**src/pprm_pkg.sv**
```systemverilog
// Package for the pulse period rpm meter: word types, field widths, opcodes,
// register indexes and the reciprocal constant for the millisecond conversion.
// No dependencies.
`timescale 1ns / 1ps
`default_nettype none

package pprm_pkg;

  localparam int TIME_W  = 32;  // timestamps and pulse counter
  localparam int RPM_W   = 30;  // Q26.4 speed
  localparam int PPR_W   = 8;
  localparam int DBNC_W  = 10;
  localparam int TOUT_W  = 16;
  localparam int DEN_W   = TIME_W + PPR_W;  // interval times pulses per rev
  localparam int CFG_IDX_W  = 2;
  localparam int CFG_DATA_W = 16;

  localparam int AVG_DEPTH_DEF = 8;

  // 60e6 us per minute, scaled by 16 for four fraction bits
  localparam logic [RPM_W-1:0] RPM_NUM_Q4 = 30'd960000000;
  localparam logic [DBNC_W-1:0] US_PER_MS = 10'd1000;

  // floor(t / 1000) for any 32-bit t is (t * MS_RECIP) >> MS_SHIFT
  localparam int MS_RECIP_W = 29;
  localparam logic [MS_RECIP_W-1:0] MS_RECIP = 29'd274877907;
  localparam int MS_SHIFT = 38;

  localparam logic [1:0] OP_PULSE  = 2'd0;
  localparam logic [1:0] OP_UPDATE = 2'd1;
  localparam logic [1:0] OP_COUNT  = 2'd2;

  localparam logic [CFG_IDX_W-1:0] CFG_PPR     = 2'd0;
  localparam logic [CFG_IDX_W-1:0] CFG_DEBOUNCE = 2'd1;
  localparam logic [CFG_IDX_W-1:0] CFG_TIMEOUT = 2'd2;

  localparam logic [TOUT_W-1:0] TIMEOUT_RST = 16'd1000;

  typedef struct packed {
    logic [1:0]        opcode;
    logic [TIME_W-1:0] time_value;
    logic              clear_count;
  } in_word_t;

  typedef struct packed {
    logic [RPM_W-1:0]  rpm_avg_q4;
    logic              new_reading;
    logic [TIME_W-1:0] pulse_count;
    logic              pulse_accepted;
  } out_word_t;

  typedef struct packed {
    logic     capture;      // latch the incoming word
    logic     pulse_eval;   // debounce and record a pulse
    logic     div_start;
    logic     den_load;     // register denominator, timeout flag, ring entry
    logic     rpm_clear;
    logic     rpm_load;
    logic     ring_write;
    logic     avg_mul;      // first half of the average product
    logic     avg_load;
    logic     result_load;
  } pprm_cmd_t;

  typedef struct packed {
    logic timeout;
    logic interval_nz;
    logic div_done;
  } pprm_status_t;

endpackage

`default_nettype wire

```
**src/pprm_div.sv**
```systemverilog
// Restoring divider, one quotient bit a cycle.
// Depends on nothing but its parameters.
`timescale 1ns / 1ps
`default_nettype none

module pprm_div #(
  parameter int DVD_W = 33,
  parameter int DSR_W = 40
) (
  input  wire logic             clk_i,
  input  wire logic             rst_ni,
  input  wire logic             start_i,
  input  wire logic [DVD_W-1:0] dividend_i,
  input  wire logic [DSR_W-1:0] divisor_i,
  output logic                  done_o,
  output logic      [DVD_W-1:0] quotient_o
);

  localparam int CNT_W = $clog2(DVD_W + 1);

  logic [DVD_W-1:0] dvd_q;
  logic [DSR_W-1:0] dsr_q;
  logic [DSR_W-1:0] rem_q;
  logic [CNT_W-1:0] cnt_q;
  logic             busy_q;
  logic             done_q;

  logic [DSR_W:0]   trial;
  logic [DSR_W:0]   diff;
  logic             fits;

  always_comb begin
    trial = {rem_q, dvd_q[DVD_W-1]};
    diff  = trial - {1'b0, dsr_q};
    fits  = trial >= {1'b0, dsr_q};
  end

  always_ff @(posedge clk_i or negedge rst_ni) begin
    if (!rst_ni) begin
      busy_q <= 1'b0;
      done_q <= 1'b0;
      cnt_q  <= '0;
    end else begin
      done_q <= 1'b0;
      if (start_i) begin
        busy_q <= 1'b1;
        cnt_q  <= CNT_W'(DVD_W);
      end else if (busy_q) begin
        cnt_q <= cnt_q - 1'b1;
        if (cnt_q == CNT_W'(1)) begin
          busy_q <= 1'b0;
          done_q <= 1'b1;
        end
      end
    end
  end

  // shift quotient bits in behind the dividend
  always_ff @(posedge clk_i) begin
    if (start_i) begin
      dvd_q <= dividend_i;
      dsr_q <= divisor_i;
      rem_q <= '0;
    end else if (busy_q) begin
      dvd_q <= {dvd_q[DVD_W-2:0], fits};
      rem_q <= fits ? diff[DSR_W-1:0] : trial[DSR_W-1:0];
    end
  end

  assign done_o     = done_q;
  assign quotient_o = dvd_q;

  a_no_restart: assert property (@(posedge clk_i) disable iff (!rst_ni)
    start_i |-> !busy_q)
    else $error("divider restarted while busy");

  a_start_busy: assert property (@(posedge clk_i) disable iff (!rst_ni)
    start_i |=> busy_q)
    else $error("divider did not start");

endmodule

`default_nettype wire

```
**src/pprm_datapath.sv**
```systemverilog
// Datapath: configuration, pulse timing state, speed ring and result word.
// Depends on pprm_pkg and pprm_div.
`timescale 1ns / 1ps
`default_nettype none

module pprm_datapath
  import pprm_pkg::*;
#(
  parameter int AVG_DEPTH = AVG_DEPTH_DEF
) (
  input  wire logic                  clk_i,
  input  wire logic                  rst_ni,
  input  wire logic                  cfg_we_i,
  input  wire logic [CFG_IDX_W-1:0]  cfg_index_i,
  input  wire logic [CFG_DATA_W-1:0] cfg_data_i,
  input  wire in_word_t              in_data_i,
  input  wire pprm_cmd_t             cmd_i,
  output pprm_status_t               status_o,
  output out_word_t                  out_data_o
);

  localparam int AVG_LOG = $clog2(AVG_DEPTH);
  localparam int SUM_W = RPM_W + AVG_LOG;
  localparam int POS_W = (AVG_DEPTH > 1) ? AVG_LOG : 1;
  localparam int DBUS_W = DBNC_W + DBNC_W;

  // floor(sum / AVG_DEPTH) = (sum * AVG_MUL) >> AVG_SH, exact for any ring sum;
  // the product is split at MUL_LO_W bits and its low part is registered first
  localparam int AVG_SH   = RPM_W + 2 * AVG_LOG;
  localparam int MUL_W    = RPM_W + AVG_LOG + 1;
  localparam int MUL_LO_W = 18;
  localparam int MUL_HI_W = MUL_W - MUL_LO_W;
  localparam longint unsigned AVG_MUL =
    ((64'd1 << AVG_SH) + 64'(AVG_DEPTH) - 64'd1) / 64'(AVG_DEPTH);
  localparam logic [MUL_LO_W-1:0] AVG_MUL_LO = MUL_LO_W'(AVG_MUL);
  localparam logic [MUL_HI_W-1:0] AVG_MUL_HI = MUL_HI_W'(AVG_MUL >> MUL_LO_W);
  localparam int LO_PROD_W  = SUM_W + MUL_LO_W;
  localparam int AVG_PROD_W = SUM_W + MUL_W;
  localparam int MS_PROD_W  = TIME_W + MS_RECIP_W;

  logic [PPR_W-1:0]  ppr_q;
  logic [DBNC_W-1:0] debounce_q;
  logic [TOUT_W-1:0] timeout_q;

  in_word_t          item_q;
  logic [TIME_W-1:0] last_us_q;
  logic [TIME_W-1:0] last_ms_q;
  logic [TIME_W-1:0] interval_q;
  logic [TIME_W-1:0] count_q;
  logic [RPM_W-1:0]  rpm_q;
  logic [RPM_W-1:0]  avg_q;
  logic [SUM_W-1:0]  sum_q;
  logic [POS_W-1:0]  pos_q;
  logic              acc_q;
  logic              tout_hit_q;
  logic [DEN_W-1:0]  den_q;
  logic [LO_PROD_W-1:0] avg_lo_q;
  out_word_t         res_q;

  logic [RPM_W-1:0]  ring_mem [AVG_DEPTH];
  logic [AVG_DEPTH-1:0] ring_vld_q;
  logic [RPM_W-1:0]  rd_q;
  logic              rd_vld_q;

  logic [TIME_W-1:0] gap;
  logic [DBUS_W-1:0] db_us;
  logic [TIME_W-1:0] since;
  logic [RPM_W-1:0]  old_rpm;
  logic [MS_PROD_W-1:0]  ms_prod;
  logic [AVG_PROD_W-1:0] avg_prod;
  logic              div_done;
  logic [RPM_W-1:0]  div_quot;

  always_comb begin
    gap      = item_q.time_value - last_us_q;
    db_us    = DBUS_W'(debounce_q) * DBUS_W'(US_PER_MS);
    since    = item_q.time_value - last_ms_q;
    old_rpm  = rd_vld_q ? rd_q : '0;
    ms_prod  = MS_PROD_W'(item_q.time_value) * MS_PROD_W'(MS_RECIP);
    avg_prod = ((AVG_PROD_W'(sum_q) * AVG_PROD_W'(AVG_MUL_HI)) << MUL_LO_W)
             + AVG_PROD_W'(avg_lo_q);
  end

  pprm_div #(
    .DVD_W (RPM_W),
    .DSR_W (DEN_W)
  ) u_div (
    .clk_i      (clk_i),
    .rst_ni     (rst_ni),
    .start_i    (cmd_i.div_start),
    .dividend_i (RPM_NUM_Q4),
    .divisor_i  (den_q),
    .done_o     (div_done),
    .quotient_o (div_quot)
  );

  // configuration registers
  always_ff @(posedge clk_i or negedge rst_ni) begin
    if (!rst_ni) begin
      ppr_q      <= PPR_W'(1);
      debounce_q <= DBNC_W'(1);
      timeout_q  <= TIMEOUT_RST;
    end else if (cfg_we_i) begin
      case (cfg_index_i)
        CFG_PPR:      ppr_q <= (cfg_data_i[PPR_W-1:0] == '0) ? PPR_W'(1)
                                                             : cfg_data_i[PPR_W-1:0];
        CFG_DEBOUNCE: debounce_q <= cfg_data_i[DBNC_W-1:0];
        CFG_TIMEOUT:  timeout_q  <= cfg_data_i[TOUT_W-1:0];
        default:      ;
      endcase
    end
  end

  // measurement state
  always_ff @(posedge clk_i or negedge rst_ni) begin
    if (!rst_ni) begin
      last_us_q  <= '0;
      last_ms_q  <= '0;
      interval_q <= '0;
      count_q    <= '0;
      rpm_q      <= '0;
      avg_q      <= '0;
      sum_q      <= '0;
      pos_q      <= '0;
      acc_q      <= 1'b0;
      tout_hit_q <= 1'b0;
      ring_vld_q <= '0;
    end else begin
      if (cmd_i.capture) begin
        acc_q <= 1'b0;
      end
      if (cmd_i.pulse_eval) begin
        if (last_us_q != '0 && gap > TIME_W'(db_us)) begin
          interval_q <= gap;
          count_q    <= count_q + 1'b1;
          acc_q      <= 1'b1;
        end
        last_us_q <= item_q.time_value;
        last_ms_q <= TIME_W'(ms_prod[MS_PROD_W-1:MS_SHIFT]);
      end
      if (cmd_i.den_load) begin
        tout_hit_q <= since > TIME_W'(timeout_q);
      end
      if (cmd_i.rpm_clear) begin
        rpm_q <= '0;
      end else if (cmd_i.rpm_load) begin
        rpm_q <= div_quot;
      end
      if (cmd_i.ring_write) begin
        sum_q             <= sum_q - SUM_W'(old_rpm) + SUM_W'(rpm_q);
        ring_vld_q[pos_q] <= 1'b1;
        pos_q <= (pos_q == POS_W'(AVG_DEPTH - 1)) ? '0 : pos_q + 1'b1;
      end
      if (cmd_i.avg_load) begin
        avg_q <= avg_prod[AVG_SH +: RPM_W];
      end
      // a count read with clear drops the counter once its value is taken
      if (cmd_i.result_load && item_q.opcode == OP_COUNT && item_q.clear_count) begin
        count_q <= '0;
      end
    end
  end

  // payload registers and ring memory
  always_ff @(posedge clk_i) begin
    if (cmd_i.capture) begin
      item_q <= in_data_i;
    end
    if (cmd_i.den_load) begin
      den_q    <= DEN_W'(interval_q) * DEN_W'(ppr_q);
      rd_q     <= ring_mem[pos_q];
      rd_vld_q <= ring_vld_q[pos_q];
    end
    if (cmd_i.ring_write) begin
      ring_mem[pos_q] <= rpm_q;
    end
    if (cmd_i.avg_mul) begin
      avg_lo_q <= LO_PROD_W'(sum_q) * LO_PROD_W'(AVG_MUL_LO);
    end
    if (cmd_i.result_load) begin
      res_q.rpm_avg_q4     <= avg_q;
      res_q.new_reading    <= count_q != '0;
      res_q.pulse_count    <= count_q;
      res_q.pulse_accepted <= acc_q;
    end
  end

  assign status_o.timeout     = tout_hit_q;
  assign status_o.interval_nz = interval_q != '0;
  assign status_o.div_done    = div_done;
  assign out_data_o           = res_q;

  a_rpm_range: assert property (@(posedge clk_i) disable iff (!rst_ni)
    cmd_i.ring_write |-> (rpm_q <= RPM_NUM_Q4))
    else $error("speed above full scale entered the ring");

endmodule

`default_nettype wire

```
**src/pprm_ctrl.sv**
```systemverilog
// Controller: sequences one word at a time through the datapath and holds
// the result handshake. Depends on pprm_pkg.
`timescale 1ns / 1ps
`default_nettype none

module pprm_ctrl
  import pprm_pkg::*;
(
  input  wire logic         clk_i,
  input  wire logic         rst_ni,
  input  wire logic         in_valid_i,
  input  wire logic [1:0]   in_opcode_i,
  output logic              in_ready_o,
  output logic              out_valid_o,
  input  wire logic         out_ready_i,
  input  wire pprm_status_t status_i,
  output pprm_cmd_t         cmd_o
);

  typedef enum logic [8:0] {
    S_IDLE  = 9'b000000001,
    S_PULSE = 9'b000000010,
    S_UPD   = 9'b000000100,
    S_UMUL  = 9'b000001000,
    S_UDIV  = 9'b000010000,
    S_RING  = 9'b000100000,
    S_AVG   = 9'b001000000,
    S_AVGW  = 9'b010000000,
    S_FIN   = 9'b100000000
  } state_e;

  state_e state_q, state_d;
  logic   out_valid_q, out_valid_d;
  logic   accept;

  assign in_ready_o = state_q == S_IDLE;
  assign accept     = in_valid_i && in_ready_o;

  always_comb begin
    state_d     = state_q;
    out_valid_d = out_valid_q && !out_ready_i;
    cmd_o       = '0;
    case (state_q)
      S_IDLE: begin
        cmd_o.capture = accept;
        if (accept) begin
          case (in_opcode_i)
            OP_PULSE:  state_d = S_PULSE;
            OP_UPDATE: state_d = S_UPD;
            default:   state_d = S_FIN;
          endcase
        end
      end
      S_PULSE: begin
        cmd_o.pulse_eval = 1'b1;
        state_d          = S_FIN;
      end
      S_UPD: begin
        cmd_o.den_load = 1'b1;
        state_d        = S_UMUL;
      end
      S_UMUL: begin
        if (status_i.timeout) begin
          cmd_o.rpm_clear = 1'b1;
          state_d         = S_RING;
        end else if (status_i.interval_nz) begin
          cmd_o.div_start = 1'b1;
          state_d         = S_UDIV;
        end else begin
          state_d = S_RING;  // no period yet: keep the previous speed
        end
      end
      S_UDIV: begin
        if (status_i.div_done) begin
          cmd_o.rpm_load = 1'b1;
          state_d        = S_RING;
        end
      end
      S_RING: begin
        cmd_o.ring_write = 1'b1;
        state_d          = S_AVG;
      end
      S_AVG: begin
        cmd_o.avg_mul = 1'b1;
        state_d       = S_AVGW;
      end
      S_AVGW: begin
        cmd_o.avg_load = 1'b1;
        state_d        = S_FIN;
      end
      S_FIN: begin
        // hold until the output register is free
        if (!out_valid_q || out_ready_i) begin
          cmd_o.result_load = 1'b1;
          out_valid_d       = 1'b1;
          state_d           = S_IDLE;
        end
      end
      default: state_d = S_IDLE;
    endcase
  end

  always_ff @(posedge clk_i or negedge rst_ni) begin
    if (!rst_ni) begin
      state_q     <= S_IDLE;
      out_valid_q <= 1'b0;
    end else begin
      state_q     <= state_d;
      out_valid_q <= out_valid_d;
    end
  end

  assign out_valid_o = out_valid_q;

  a_no_overwrite: assert property (@(posedge clk_i) disable iff (!rst_ni)
    cmd_o.result_load |-> (!out_valid_q || out_ready_i))
    else $error("result word overwritten before it was taken");

  a_done_waited: assert property (@(posedge clk_i) disable iff (!rst_ni)
    status_i.div_done |-> (state_q == S_UDIV))
    else $error("divider finished outside its wait state");

endmodule

`default_nettype wire

```
**src/pulse_period_rpm_meter.sv**
```systemverilog
// Top level of the pulse period rpm meter: controller, datapath and ports.
// Depends on pprm_pkg, pprm_ctrl and pprm_datapath.
`timescale 1ns / 1ps
`default_nettype none

// Tachometer from pulse periods. Each input word is an opcode with a time value:
// a pulse word (microsecond timestamp) is debounced against debounce_ms and
// records the period since the previous pulse; an update word (millisecond
// timestamp) works out speed = 960000000 / (period * pulses_per_rev) in Q26.4
// rpm, or zero once timeout_ms has passed without a pulse, pushes it into a
// ring of AVG_DEPTH readings and reports the truncated average; a count word
// reports the accepted pulse count and may clear it. Every word gives exactly
// one result word. Words are handled one at a time. The speed division runs on
// a restoring divider that produces one of its 30 quotient bits a cycle; the
// millisecond time of the last pulse and the ring average come from reciprocal
// multiplications by constants, the low part of the average product registered
// first. A count word goes straight to the result stage; a pulse word is
// debounced first; an update word loads the denominator and timeout flag, runs
// the divider unless it has timed out or has no period yet, writes the ring
// and builds the average. The controller is idle again from the edge that
// raises out_valid_o. A finished result sits in an output register, so the
// next word is taken while it waits. The ring has a valid bit per entry,
// cleared at reset, so no clearing pass is needed. Configuration writes are
// always taken and must only be made while the block is idle.
module pulse_period_rpm_meter
  import pprm_pkg::*;
#(
  parameter int AVG_DEPTH = AVG_DEPTH_DEF  // readings averaged, 1 to 64
) (
  input  wire logic                  clk_i,
  input  wire logic                  rst_ni,
  // configuration write channel
  input  wire logic                  cfg_valid_i,
  output logic                       cfg_ready_o,
  input  wire logic [CFG_IDX_W-1:0]  cfg_index_i,
  input  wire logic [CFG_DATA_W-1:0] cfg_data_i,
  // input words
  input  wire logic                  in_valid_i,
  output logic                       in_ready_o,
  input  wire in_word_t              in_data_i,
  // result words
  output logic                       out_valid_o,
  input  wire logic                  out_ready_i,
  output out_word_t                  out_data_o
);

  pprm_cmd_t    cmd;
  pprm_status_t status;

  // registers take a write in any cycle
  assign cfg_ready_o = 1'b1;

  pprm_ctrl u_ctrl (
    .clk_i       (clk_i),
    .rst_ni      (rst_ni),
    .in_valid_i  (in_valid_i),
    .in_opcode_i (in_data_i.opcode),
    .in_ready_o  (in_ready_o),
    .out_valid_o (out_valid_o),
    .out_ready_i (out_ready_i),
    .status_i    (status),
    .cmd_o       (cmd)
  );

  pprm_datapath #(
    .AVG_DEPTH (AVG_DEPTH)
  ) u_datapath (
    .clk_i       (clk_i),
    .rst_ni      (rst_ni),
    .cfg_we_i    (cfg_valid_i),
    .cfg_index_i (cfg_index_i),
    .cfg_data_i  (cfg_data_i),
    .in_data_i   (in_data_i),
    .cmd_i       (cmd),
    .status_o    (status),
    .out_data_o  (out_data_o)
  );

endmodule

`default_nettype wire

```
**config.mk**
```make
export PLATFORM = sky130hd
export DESIGN_NAME = pulse_period_rpm_meter
export DESIGN_NICKNAME = d
export VERILOG_FILES = /design/src/pprm_pkg.sv /design/src/pprm_div.sv /design/src/pprm_datapath.sv /design/src/pprm_ctrl.sv /design/src/pulse_period_rpm_meter.sv
export SDC_FILE = /design/constraint.sdc
export NUM_CORES = 2
export LEC_CHECK = 0
export BUFFER_PORTS_ARGS = -buffer_cell sky130_fd_sc_hd__buf_2
export CORE_ASPECT_RATIO = 0.8
export CORE_MARGIN = 4
export CORE_UTILIZATION = 55
export CTS_CLUSTER_SIZE = 12
export DETAILED_ROUTE_END_ITERATION = 8
export PLACE_DENSITY = 0.73
export SETUP_SLACK_MARGIN = 0.4
export SKIP_LAST_GASP = 1
export SYNTH_ARGS = -nofsm -noshare
export SYNTH_HDL_FRONTEND = slang
export SYNTH_SLANG_ARGS = --single-unit
export TNS_END_PERCENT = 100
```
**constraint.sdc**
```tcl
create_clock -name clk_i -period 9.5 [get_ports clk_i]
set_clock_uncertainty 0.2 [all_clocks]
set_input_delay 0.95 -clock clk_i [delete_from_list [all_inputs] [get_ports clk_i]]
set_output_delay 0.95 -clock clk_i [all_outputs]
set_load 0.005 [all_outputs]
```
==> metrics.txt <==
worst endpoint required time 9.86 ns; minimum clock period 8.57 ns; Max-cap violations 0; Crit. End Element flip-flop; clock tree buffer depth 3; pre-CTS WS ~0.9 ns; share of layout cells above drive strength 1 0.0733; asr flop ratio synth 0.347; core area 109000 µm²; status finished clean; # DRC 0; post-synth cell types 81; syn nets roughly 7000; Synth Cell Area 60900 µm²; Nets 7072; io pins 125; filler instances approximately 9000; pin count of the biggest net entering global routing 100; grt ovf 0; hold crit path type in -> async; sequential area share after synthesis 0.358; Starting Density 0.558; first-pass GRT wire length ~250000 µm; unrepaired setup endpoints after global routing false; Syn-to-layout area delta 8.31%; EDFF count, synth 450; Max-slew headroom 0.206; Worst-Margin Slew 1.19 ns; Root Driver clkbuf_16; wire per inst 21.1 µm; Final period util 0.902; IO buf count about 120; Die Height about 300 µm; Synth Warn # 0; drt pass-1 iters 6; total track usage 0.269; CTS tree built; total CTS buffers 84; Final Max Tran Viols 0; final setup fails 0; RD Place Congestion 0.964; critical path class reg -> reg; Vias/cell ~5.8; number of global-route vias before repair 42800; Max Clock Freq 0.117 GHz; critical path startpoint category flip-flop; crit path DAT 8.94 ns; post-route setup slack 0.928 ns; critical path's slowest cell edfxtp_1; TNS Setup 0 ns; 1st-iter DRT viols approximately 3500; Post-DP HPWL roughly 110000 µm; #FFs+latches synth 796; DIE WIDTH 380 µm; most frequent cell on the critical path fa_1; post-route insts no fill 7314; syn_area_per_cell around 11 µm²; Post-Synthesis Cells 5718; Clk Latency, worst-skew pair 0.70 ns; die area 116000 µm²; CTS H-tree depth 3; Top FF cell, synth edfxtp_1; CP max FO 12; Inst Count DP between 7000 and 8000; routed vias 42500; Core Rows 108; final hold violations 0; # clock sinks 796; commonest non-fill, non-tap cells in the layout inv_1 (1027), ha_1 (661), fa_1 (541), nand2_1 (459), edfxtp_1 (450); commonest non-fill, non-tap cell in the layout inv_1; crit-path max cell delay 0.86 ns; final core occ 0.604; clock transition at the registers of the reported paths 0.06 ns; DRT antenna net count 0; initial antenna violation count 8; drt total wl between 150000 and 200000 µm
path summary, 6_finish.rpt:
kind	from	endpoint	slack, ns	cells after the start
min	rst_ni	u_datapath.avg_q[21]	0.07	1
max	u_datapath.item_q[22]	u_datapath.last_ms_q[21]	0.93	29
min in group clk_i	u_datapath.den_q[26]	u_datapath.u_div.dsr_q[26]	0.18	0
max reg2reg	u_datapath.item_q[22]	u_datapath.last_ms_q[21]	0.93	29
min reg2reg	u_datapath.den_q[26]	u_datapath.u_div.dsr_q[26]	0.18	0
max in group asynchronous	rst_ni	u_datapath.debounce_q[9]	6.94	3
cell type report:
| cell class | count | area [µm²] | area share |
|---|---|---|---|
| sequential | 796 | 21800 | 0.331 |
| tap | 1430 | 1790 | 0.0271 |
| timing repair buffer | 194 | 1160 | 0.0176 |
| clock buffer | 132 | 2370 | 0.0359 |
| clock inverter | 24 | 378 | 0.00573 |
| multi-input combinational | 3707 | 34600 | 0.524 |
| antenna | 2 | 5.00 | 0.0000758 |
| inverter | 1029 | 3860 | 0.0585 |
flip-flops by register name, indices dropped and copies added (netlist names), 10 cells and up:
register	count
u_datapath.den_q	40
u_datapath.last_us_q	32
u_datapath.sum_q	33
u_datapath.ring_mem	240
u_datapath.last_ms_q	23
u_datapath.rpm_q	30
u_datapath.interval_q	32
u_datapath.debounce_q	10
u_datapath.item_q	35
u_datapath.rd_q	30
u_datapath.u_div.dsr_q	40
u_datapath.u_div.quotient_o	30
u_datapath.timeout_q	16
u_datapath.avg_q	30
u_datapath.out_data_o	64
u_datapath.count_q	32
u_datapath.u_div.rem_q	40
synthesized netlist by cell type (51+ instances only):
cell type | instances | area share
o21ai_0 | 245 | 0.020
and2_1 | 171 | 0.018
inv_1 | 1028 | 0.063
fa_1 | 541 | 0.18
nand3_1 | 61 | 0.0050
nand2b_1 | 58 | 0.0060
edfxtp_1 | 450 | 0.22
mux2i_1 | 78 | 0.013
a22oi_1 | 128 | 0.016
xnor2_1 | 111 | 0.016
mux2_2 | 60 | 0.011
a21o_1 | 99 | 0.012
clkbuf_1 | 157 | 0.0097
ha_1 | 661 | 0.14
dfxtp_1 | 70 | 0.023
dfrtp_1 | 267 | 0.11
xor2_1 | 51 | 0.0073
nor2_1 | 161 | 0.0099
a21oi_1 | 198 | 0.016
nand4_1 | 71 | 0.0073
nand2_1 | 460 | 0.028
timing repair:
action / 4_1_cts / 5_1_grt
setup buffers: 0 / 3
gates resized for setup: 0 / 0
setup endpoints to repair: 0 / 1
hold buffers: 0 / 0
metrics by stage:
| stage | cell area, µm² | hold slack, ns |
|---|---|---|
| floorplan | 60900 | 0.200 |
| global placement | 63200 | 0.202 |
| detailed placement | 63200 | 0.205 |
| CTS | 66000 | 0.0720 |
| global route | 66000 | 0.121 |
| finish | 66000 | 0.0715 |
per-layer routing:
metal	global-route usage	wire, µm
met1	0.391	68900
met4	0.0725	4450
met5	0	16
met3	0.0528	12900
met2	0.415	68200
cells by family after synthesis:
family                     share of synthesized area
xor gates and xnor gates                      0.0233
DFF                                            0.358
muxes                                         0.0252
AOI/OAI and AO/OA                              0.105
and+or+nand+nor                               0.0996
other                                      0.0000615
buffers and inverters                         0.0753
adders and majority gates                      0.314
worst max-delay path, delay by kind of cell, from the launching register on:
| kind | cells | cell delay [ns] |
|---|---|---|
| simple gates | 3 | 0.62 |
| flops | 1 | 0.86 |
| buf+inv | 8 | 0.74 |
| fa+ha+maj | 9 | 4.29 |
| mux | 1 | 0.19 |
| compound gates | 8 | 1.58 |
Power is left out: the tool's default activity adds up to more than one toggle a clock period on the data nets, which glitch-free logic cannot reach.
